File: src/fsrgb_pkg.sv
package fsrgb_pkg;

  // Ordering key of a non-negative float: the bit pattern without its sign
  typedef logic [30:0] key_t;

  // Code-change thresholds, entry k is the smallest key whose value gives code k or more
  typedef key_t [255:0] thr_tab_t;

  // Pipeline depth of every lane, first register to lane output register
  localparam int LANE_LATENCY = 9;

  // Side information that travels beside the lanes
  typedef struct packed {
    logic valid;
    logic last;
  } side_t;

  // Bounds of the key search used when building the table
  localparam key_t KEY_ONE = 31'h3F80_0000;
  localparam int SEARCH_STEPS = 31;

  // Exact test: does the value of key b reach the threshold of code k
  function automatic logic reached(key_t b, int k);
    logic [7:0]   e;
    logic [23:0]  m;
    int           sh;
    logic [63:0]  tl;
    logic [63:0]  tr;
    logic [511:0] lhs;
    logic [511:0] rhs;
    e  = b[30:23];
    m  = (e != 8'd0) ? {1'b1, b[22:0]} : {1'b0, b[22:0]};
    sh = (e != 8'd0) ? (150 - int'(e)) : 149;
    if (k <= 10) begin
      // linear toe: 32946*x >= 10k-5
      if (sh > 40) return 1'b0;
      tl = 64'(m) * 64'd32946;
      tr = 64'(10 * k - 5) << sh;
      return (tl >= tr);
    end
    // power segment without the root: x^5 * 10761^12 >= (40k+541)^12
    if (sh > 60) return 1'b0;
    lhs = 512'(m);
    for (int i = 0; i < 4; i++) lhs = lhs * 512'(m);
    for (int i = 0; i < 12; i++) lhs = lhs * 512'(10761);
    rhs = 512'(1);
    for (int i = 0; i < 12; i++) rhs = rhs * 512'(40 * k + 541);
    rhs = rhs << (5 * sh);
    return (lhs >= rhs);
  endfunction

  // Smallest key in (0, 1.0] that reaches code k
  function automatic key_t find_threshold(int k);
    key_t lo;
    key_t hi;
    key_t mid;
    lo = 31'd1;
    hi = KEY_ONE;
    for (int i = 0; i < SEARCH_STEPS; i++) begin
      if (lo < hi) begin
        mid = lo + ((hi - lo) >> 1);
        if (reached(mid, k)) hi = mid;
        else lo = mid + 31'd1;
      end
    end
    return lo;
  endfunction

  function automatic thr_tab_t build_colour_thr();
    thr_tab_t t;
    t = '0;
    for (int k = 1; k < 256; k++) t[k] = find_threshold(k);
    return t;
  endfunction

  // Entry 0 is a zero sentinel that every key passes
  localparam thr_tab_t COLOUR_THR = build_colour_thr();

endpackage

File: src/fsrgb_colour_lane.sv
module fsrgb_colour_lane (
  input  logic        clk,
  input  logic [31:0] in_bits,
  output logic [7:0]  code
);
  import fsrgb_pkg::*;

  localparam int STEPS = 8;

  key_t       key_s  [0:STEPS];
  logic [7:0] idx_s  [0:STEPS];
  logic       zero_s [0:STEPS];
  logic [7:0] cand   [0:STEPS-1];
  logic       hit    [0:STEPS-1];

  // One search step per stage: try the next index bit against the table
  always_comb begin
    for (int s = 0; s < STEPS; s++) begin
      cand[s] = idx_s[s] | (8'd1 << 3'(STEPS - 1 - s));
      hit[s]  = (COLOUR_THR[cand[s]] <= key_s[s]);
    end
  end

  // Entry stage: negative values and NaN force code 0; the rest order by key
  always_ff @(posedge clk) begin
    key_s[0]  <= in_bits[30:0];
    idx_s[0]  <= 8'd0;
    zero_s[0] <= in_bits[31] | ((in_bits[30:23] == 8'hFF) && (in_bits[22:0] != 23'd0));
    for (int s = 0; s < STEPS; s++) begin
      key_s[s+1]  <= key_s[s];
      zero_s[s+1] <= zero_s[s];
      idx_s[s+1]  <= hit[s] ? cand[s] : idx_s[s];
    end
  end

  assign code = zero_s[STEPS] ? 8'd0 : idx_s[STEPS];

endmodule

File: src/fsrgb_alpha_lane.sv
module fsrgb_alpha_lane (
  input  logic        clk,
  input  logic [31:0] in_bits,
  output logic [7:0]  code
);
  import fsrgb_pkg::*;

  localparam int DELAY = LANE_LATENCY - 2;

  logic [7:0]  exp_in;
  logic        is_nan;
  logic        zero_in;
  logic        sat_in;
  logic [32:0] prod;
  logic [4:0]  shamt;
  logic        zero_r;
  logic        sat_r;
  logic [8:0]  quot;
  logic [9:0]  rnd;
  logic [7:0]  code_r;
  logic [7:0]  dly [0:DELAY-1];

  // Classify: tiny, negative or NaN gives 0, one and above gives 255
  assign exp_in  = in_bits[30:23];
  assign is_nan  = (exp_in == 8'hFF) && (in_bits[22:0] != 23'd0);
  assign zero_in = in_bits[31] | is_nan | (exp_in < 8'd110);
  assign sat_in  = !zero_in && (exp_in >= 8'd127);

  // Stage 1: significand times 510, scale kept as a shift past 24
  always_ff @(posedge clk) begin
    prod   <= 33'({1'b1, in_bits[22:0]}) * 33'd510;
    shamt  <= 5'(8'd126 - exp_in);
    zero_r <= zero_in;
    sat_r  <= sat_in;
  end

  // Stage 2: floor((floor(510x) + 1) / 2) gives round half up of 255x
  assign quot = prod[32:24] >> shamt;
  assign rnd  = {1'b0, quot} + 10'd1;

  always_ff @(posedge clk) begin
    if (zero_r) begin
      code_r <= 8'd0;
    end else if (sat_r) begin
      code_r <= 8'hFF;
    end else begin
      code_r <= rnd[8:1];
    end
  end

  // Delay to line up with the colour lanes
  always_ff @(posedge clk) begin
    dly[0] <= code_r;
    for (int i = 1; i < DELAY; i++) dly[i] <= dly[i-1];
  end

  assign code = dly[DELAY-1];

endmodule

File: src/fsrgb_merge.sv
module fsrgb_merge (
  input  logic             clk,
  input  logic             rst,
  input  fsrgb_pkg::side_t side,
  input  logic [7:0]       red_lane,
  input  logic [7:0]       green_lane,
  input  logic [7:0]       blue_lane,
  input  logic [7:0]       alpha_lane,
  output logic             done,
  output logic [7:0]       red_code,
  output logic [7:0]       green_code,
  output logic [7:0]       blue_code,
  output logic [7:0]       alpha_code,
  output logic             last_out
);
  import fsrgb_pkg::*;

  // Strobe
  always_ff @(posedge clk) begin
    if (rst) begin
      done <= 1'b0;
    end else begin
      done <= side.valid;
    end
  end

  // Result word gathered from the four lanes
  always_ff @(posedge clk) begin
    red_code   <= red_lane;
    green_code <= green_lane;
    blue_code  <= blue_lane;
    alpha_code <= alpha_lane;
    last_out   <= side.last;
  end

endmodule

File: src/float_rgba_to_srgb8.sv
// Channel | Ports                                              | Handshake
// --------+----------------------------------------------------+-------------------------
// pixel   | red_bits green_bits blue_bits alpha_bits last_pixel | start, taken when !busy
// result  | red_code green_code blue_code alpha_code last_out   | done, one cycle, no stall
//
// One pixel word per clock while busy is low; each result passes through
// the 8-step binary search of the threshold table in each colour lane plus
// an entry stage and the output register.
// Reset is synchronous; busy is registered, set while reset is asserted and
// cleared once reset is released, and no result strobes until a new word passes the pipeline.
// The receiver cannot stall: every result is valid for exactly one cycle.
module float_rgba_to_srgb8 (
  input  logic        clk,
  input  logic        rst,
  input  logic        start,
  output logic        busy,
  input  logic [31:0] red_bits,
  input  logic [31:0] green_bits,
  input  logic [31:0] blue_bits,
  input  logic [31:0] alpha_bits,
  input  logic        last_pixel,
  output logic        done,
  output logic [7:0]  red_code,
  output logic [7:0]  green_code,
  output logic [7:0]  blue_code,
  output logic [7:0]  alpha_code,
  output logic        last_out
);
  import fsrgb_pkg::*;

  logic       accept;
  side_t      side_s [0:LANE_LATENCY-1];
  logic [7:0] red_lane;
  logic [7:0] green_lane;
  logic [7:0] blue_lane;
  logic [7:0] alpha_lane;

  assign accept = start & !busy;

  always_ff @(posedge clk) begin
    if (rst) begin
      busy <= 1'b1;
    end else begin
      busy <= 1'b0;
    end
  end

  // Valid and last flag alongside the lanes
  always_ff @(posedge clk) begin
    if (rst) begin
      for (int i = 0; i < LANE_LATENCY; i++) side_s[i].valid <= 1'b0;
    end else begin
      side_s[0].valid <= accept;
      for (int i = 1; i < LANE_LATENCY; i++) side_s[i].valid <= side_s[i-1].valid;
    end
    side_s[0].last <= last_pixel;
    for (int i = 1; i < LANE_LATENCY; i++) side_s[i].last <= side_s[i-1].last;
  end

  // Lanes
  fsrgb_colour_lane u_red (
    .clk     (clk),
    .in_bits (red_bits),
    .code    (red_lane)
  );

  fsrgb_colour_lane u_green (
    .clk     (clk),
    .in_bits (green_bits),
    .code    (green_lane)
  );

  fsrgb_colour_lane u_blue (
    .clk     (clk),
    .in_bits (blue_bits),
    .code    (blue_lane)
  );

  fsrgb_alpha_lane u_alpha (
    .clk     (clk),
    .in_bits (alpha_bits),
    .code    (alpha_lane)
  );

  // Output register
  fsrgb_merge u_merge (
    .clk        (clk),
    .rst        (rst),
    .side       (side_s[LANE_LATENCY-1]),
    .red_lane   (red_lane),
    .green_lane (green_lane),
    .blue_lane  (blue_lane),
    .alpha_lane (alpha_lane),
    .done       (done),
    .red_code   (red_code),
    .green_code (green_code),
    .blue_code  (blue_code),
    .alpha_code (alpha_code),
    .last_out   (last_out)
  );

  // Every word taken gives a result a fixed time later
  a_word_returns: assert property (@(posedge clk) disable iff (rst)
    accept |-> ##10 done)
    else $error("word taken without a result");

  // NaN red gives code 0
  a_red_nan: assert property (@(posedge clk) disable iff (rst)
    (accept && (red_bits[30:23] == 8'hFF) && (red_bits[22:0] != 23'd0))
      |-> ##10 (red_code == 8'd0))
    else $error("NaN red not coded as 0");

  // Positive alpha at or above one saturates
  a_alpha_sat: assert property (@(posedge clk) disable iff (rst)
    (accept && !alpha_bits[31] && (alpha_bits[30:23] >= 8'd127) &&
     !((alpha_bits[30:23] == 8'hFF) && (alpha_bits[22:0] != 23'd0)))
      |-> ##10 (alpha_code == 8'hFF))
    else $error("alpha at or above one not saturated");

  // No strobe without a word taken
  a_no_spurious: assert property (@(posedge clk) disable iff (rst)
    (done && !$past(rst, 10)) |-> $past(accept, 10))
    else $error("result without a word taken");

endmodule
File: config.mk
export PLATFORM = sky130hd
export DESIGN_NAME = float_rgba_to_srgb8
export DESIGN_NICKNAME = d
export VERILOG_FILES = /design/src/fsrgb_pkg.sv /design/src/fsrgb_colour_lane.sv /design/src/fsrgb_alpha_lane.sv /design/src/fsrgb_merge.sv /design/src/float_rgba_to_srgb8.sv
export SDC_FILE = /design/constraint.sdc
export NUM_CORES = 2
export LEC_CHECK = 0
export BUFFER_PORTS_ARGS = -buffer_cell sky130_fd_sc_hd__buf_2
export CAP_MARGIN = 25
export CELL_PAD_IN_SITES_DETAIL_PLACEMENT = 1
export CELL_PAD_IN_SITES_GLOBAL_PLACEMENT = 1
export CORE_ASPECT_RATIO = 0.8
export CORE_MARGIN = 4
export CORE_UTILIZATION = 34
export CTS_CLUSTER_SIZE = 16
export DETAILED_ROUTE_END_ITERATION = 6
export PLACE_DENSITY_LB_ADDON = 0.15
export SYNTH_ARGS = -nofsm -noshare
export SYNTH_HDL_FRONTEND = slang
export SYNTH_SLANG_ARGS = --single-unit
File: constraint.sdc
create_clock -name clk -period 12.6 [get_ports clk]
set_input_delay 1.89 -clock clk [delete_from_list [all_inputs] [get_ports clk]]
set_output_delay 1.89 -clock clk [all_outputs]
set_load 0.005 [all_outputs]
==> results.txt <==
The run finished with clean final reports. The initialized floorplan defines 143 standard-cell rows. The average footprint of a synthesized cell came out at 8.09 um2. The internal portion of the total power is 0.00655 W.

The total congestion overflow after global routing is 0. The routability congestion estimate is 0.954. The power density over the cells came out at 142 nW/um2. In this run, flip-flops and latches consume 35.4% of the power. After layout, the worst path uses between 40% and 50% of the clock period. The number of pins exceeding their max-slew limit in the final report came to 0.

The share of the synthesized area in the top cell type came out at 31.1%. From left edge to right edge, the die measures 497 um. The area growth from synthesis to final layout is 9.61%. The min-delay analysis places its worst path in the category reg -> reg. The dominant cell type by area after synthesis is sky130_fd_sc_hd__dfxtp_1. The final-report hold violation count came to 0. The arrival time at the worst endpoint is roughly 6.3 ns. The largest driver fanout on the critical path came out at 6. The first global-routing pass estimated 382000 um of wire. The number of vias after detailed routing is 60.1k.

The most used flip-flop cell after synthesis is sky130_fd_sc_hd__dfxtp_1. The post-synthesis cell count came out at 8045. No sink is reached through more buffers than the 3 on the longest clock path. The number of setup violations in the final report came out at 0. The post-route antenna net violation count is 0. Entering global routing, the biggest net connects 87 pins. In this run, CTS created clock tree buffers numbering ~110. In this run the standard cell core region covers 190000 um2. The maximum vdd ir drop is around 110 uV. The switching power came out at between 0.003 and 0.004 W. Setup repair after global routing left no endpoint under its margin.

The CTS tree is yes. The detailed placer's ending HPWL came out at 188000 um. In this design, the stage delay of the slowest critical-path cell is 0.60 ns. The synthesized flop and latch total is 1012. The total of fill cells in the finished design came out at 22.7k. The worst setup path is launched from an input pin. The worst setup path is captured at a flop. The share of flip-flops with an asynchronous set or reset after synthesis came out at 0%. Walking the worst path, the cells encountered are buf_2 -> inv_1 -> fa_1 -> inv_1 -> fa_1 -> fa_1 -> inv_1 -> fa_1 -> inv_1 -> ha_1 -> nand2_1 -> o21bai_1 -> o211ai_1 -> a311o_1 -> a21oi_2 -> mux2i_1 -> o2111ai_1. For this run, design rule violations remaining after detail routing come to 0. The number of antenna violations at the first check in global routing is 9. The clock-pin transition on the worst setup and hold timing paths came out at approximately 0.070 ns.

The number of global-route vias before repair came out at just over 60k. The synthesized netlist net count came out at 9038. The post-CTS setup repair buffer count came out at 0. The clock period minus worst slack came out at 5.65 ns. The number of max-cap violations is 0.

From bottom edge to top edge, the die measures 399 um. The total track usage is between 20 and 25%. After detailed routing, the number of vias per cell comes to ~5.7. In the final layout, the multi-input gates occupy between 30000 and 40000 um2. For this block, the initial DRC count from the detailed router was 6104.

The netlist area before placement is 65100 um2. In this run switching power makes up 35.5% of total power. The clock latency reported for the late side of the worst-skew pair is 0.73 ns.

The final-layout worst hold slack is 0.321 ns. The final setup skew is about 0.035 ns. The share of total power dissipated in combinational logic is between 30% and 40%. Once the floorplan was initialized, standard cells occupied around a third of the core.

The detailed-routing iteration count for the pre-antenna-repair pass is 6. The static leakage power is 31.8 nW. For the pin with the worst max-slew slack, the measured transition is 1.24 ns.

The number of I/O pins came out at 167. The area of all sequential standard cells is 20300 um2. The clock group share of total power is about a third. For the worst setup path, the data required time is around 13 ns. Yosys mapped a number of flops with a built-in enable equal to 0. The worst setup path is of the in -> reg kind. The maximum operating frequency is 177 MHz. Cells with a size suffix above 1 make up 7.58% of the layout. The kind of cell with the highest combined delay along the critical path is adder cells.

Sorting the synthesized cells by area gives the leading types as sky130_fd_sc_hd__dfxtp_1, sky130_fd_sc_hd__ha_1, sky130_fd_sc_hd__a21oi_1, sky130_fd_sc_hd__o21ai_0, sky130_fd_sc_hd__inv_1. The port buffer count came out at 166. The post-layout net count came out at 8887. The mean routed wirelength per cell came out at 23.8 um. The post-synthesis sequential area ratio came out at 31.1%. The number of gates resized after CTS is 0. The normalized max-slew margin is 16.2%. The die footprint came out at 199000 um2. The count of hold buffers inserted by post-cts repair came out at 0. The total wirelength of the detailed-routed design came out at 250000 um. After routing, the total negative slack on setup checks comes to 0 ns.

The post-synthesis cell type count is 95. The root buffer cell chosen for the clock tree is sky130_fd_sc_hd__clkbuf_16. In this run the number of H-tree levels came out at 3. The TritonCTS sink count came out at 1012. The buffer and inverter count on the worst path is 5. The number of warnings reported in the yosys synthesis log came out at 0. The cell type of the slowest stage on the worst timing path is sky130_fd_sc_hd__fa_1.
cell families (layout without fill, tap and decap cells):
group / count (synthesis) / in the layout / share of synthesized area, %
flip-flops: 1012 / 1012 / 31.1
AO/OA/AOI/OAI: 2438 / 2438 / 23.1
AND/OR/NAND/NOR: 2255 / 2255 / 16.4
XOR/XNOR: 38 / 38 / 0.511
adder cells (fa/ha/maj): 862 / 862 / 17.8
multiplexers: 103 / 103 / 2.97
other: 0 / 2 / 0
buffers and inverters: 1337 / 1276 / 8.15
worst reg2reg max path, delay by kind of cell (launching register included):
kind	cells	cell delay (ns)
fa+ha+maj	2	1.33
compound gates	9	1.67
flops	1	0.32
simple gates	3	0.78
buf+inv	3	1.26
worst paths after layout:
path,startpoint,end,slack [ns],depth (start not counted)
hold / removal,u_alpha.dly[1][4]$_DFF_P_,u_alpha.dly[2][4]$_DFF_P_,0.32,0
setup reg to reg,u_green.idx_s[7][2]$_DFF_P_,u_green.idx_s[8][0]$_DFF_P_,7.19,17
hold reg to reg,u_alpha.dly[1][4]$_DFF_P_,u_alpha.dly[2][4]$_DFF_P_,0.32,0
setup / recovery,alpha_bits[6],u_alpha.prod[30]$_DFF_P_,6.95,17
cells in the mapped netlist (all sizes together), types with 32 or more instances:
cell and count:
nor4 36, dfxtp 1012, o21a 46, or3 37, ha 755, o211ai 99, clkbuf 283, nor2b 144
nand2 637, mux4 71, a311oi 59, nor3 182, fa 106, nand2b 111, o31ai 58, o22ai 62
nand3 197, nand4 121, a211oi 117, a21oi 691, nor2 625, o21ai 699, and3 32, or2 34
a31oi 143, o311ai 56, inv 815, a21o 153, buf 228
cells in the final DEF (no fill, tap or decap), types with 57 or more instances in the layout:
cell and instances:
sky130_fd_sc_hd__nor2_1 621, sky130_fd_sc_hd__buf_4 86, sky130_fd_sc_hd__nor2b_1 143, sky130_fd_sc_hd__o211ai_1 99, sky130_fd_sc_hd__a311oi_1 59, sky130_fd_sc_hd__a21o_1 153
sky130_fd_sc_hd__mux4_2 69, sky130_fd_sc_hd__a31oi_1 143, sky130_fd_sc_hd__a211oi_1 116, sky130_fd_sc_hd__o31ai_1 57, sky130_fd_sc_hd__nand3_1 197, sky130_fd_sc_hd__nand2_1 635
sky130_fd_sc_hd__inv_1 809, sky130_fd_sc_hd__buf_2 166, sky130_fd_sc_hd__dfxtp_1 985, sky130_fd_sc_hd__o22ai_1 62, sky130_fd_sc_hd__fa_1 106, sky130_fd_sc_hd__a21oi_1 689
sky130_fd_sc_hd__nor3_1 181, sky130_fd_sc_hd__ha_1 755, sky130_fd_sc_hd__clkbuf_16 109, sky130_fd_sc_hd__o21ai_0 683, sky130_fd_sc_hd__nand2b_1 111, sky130_fd_sc_hd__nand4_1 121
stage by stage:
stage	cells	power, W	util, %	setup slack, ns	cell area (um2)
after floorplan	8045	0.00585	-	6.68	65100
after global routing	10521	0.0108	37.5	6.60	71400
after detailed placement	10323	0.00686	35.6	6.10	67600
after global placement	10323	0.00679	35.6	6.16	67600
final	10523	0.0101	37.5	6.95	71400
after CTS	10520	0.0102	37.5	6.92	71400
sequential cells by signal (all words and copies together), names as in the netlist, 9 cells and up:
signal and count:
u_blue.key_s 248, u_green.key_s 248, u_red.key_s 248, u_alpha.dly 56
u_blue.idx_s 36, u_green.idx_s 36, u_red.idx_s 36, side_s 18
u_alpha.prod 9, u_blue.zero_s 9, u_green.zero_s 9, u_red.zero_s 9
power groups by stage:
stage          sequential [W]  combinational (W)  clock (W)
2_1_floorplan         0.00355            0.00229          0
3_3_place_gp          0.00366            0.00312          0
5_1_grt               0.00362            0.00364    0.00356
3_5_place_dp          0.00367            0.00319          0
4_1_cts               0.00360            0.00322    0.00343
6_report              0.00359            0.00324    0.00331
routing by layer:
| layer | wire [um] | GRT usage, % |
|---|---|---|
| met5 | 23 | 0 |
| met2 | 106000 | 36.8 |
| met4 | 8110 | 7.71 |
| met1 | 119000 | 35.5 |
| met3 | 16800 | 3.75 |
area by class of cell:
| class | instances | area share (%) |
|---|---|---|
| multi-input cells | 5696 | 55.4 |
| flip-flops and latches | 1012 | 28.5 |
| well taps | 2537 | 4.45 |
| inverters | 826 | 4.35 |
| clock buffers | 138 | 4.20 |
| repair buffers | 253 | 2.08 |
| clock inverters | 59 | 1.04 |
| diodes | 2 | 0.00701 |
No activity file was read; power rests on OpenSTA's default activity.
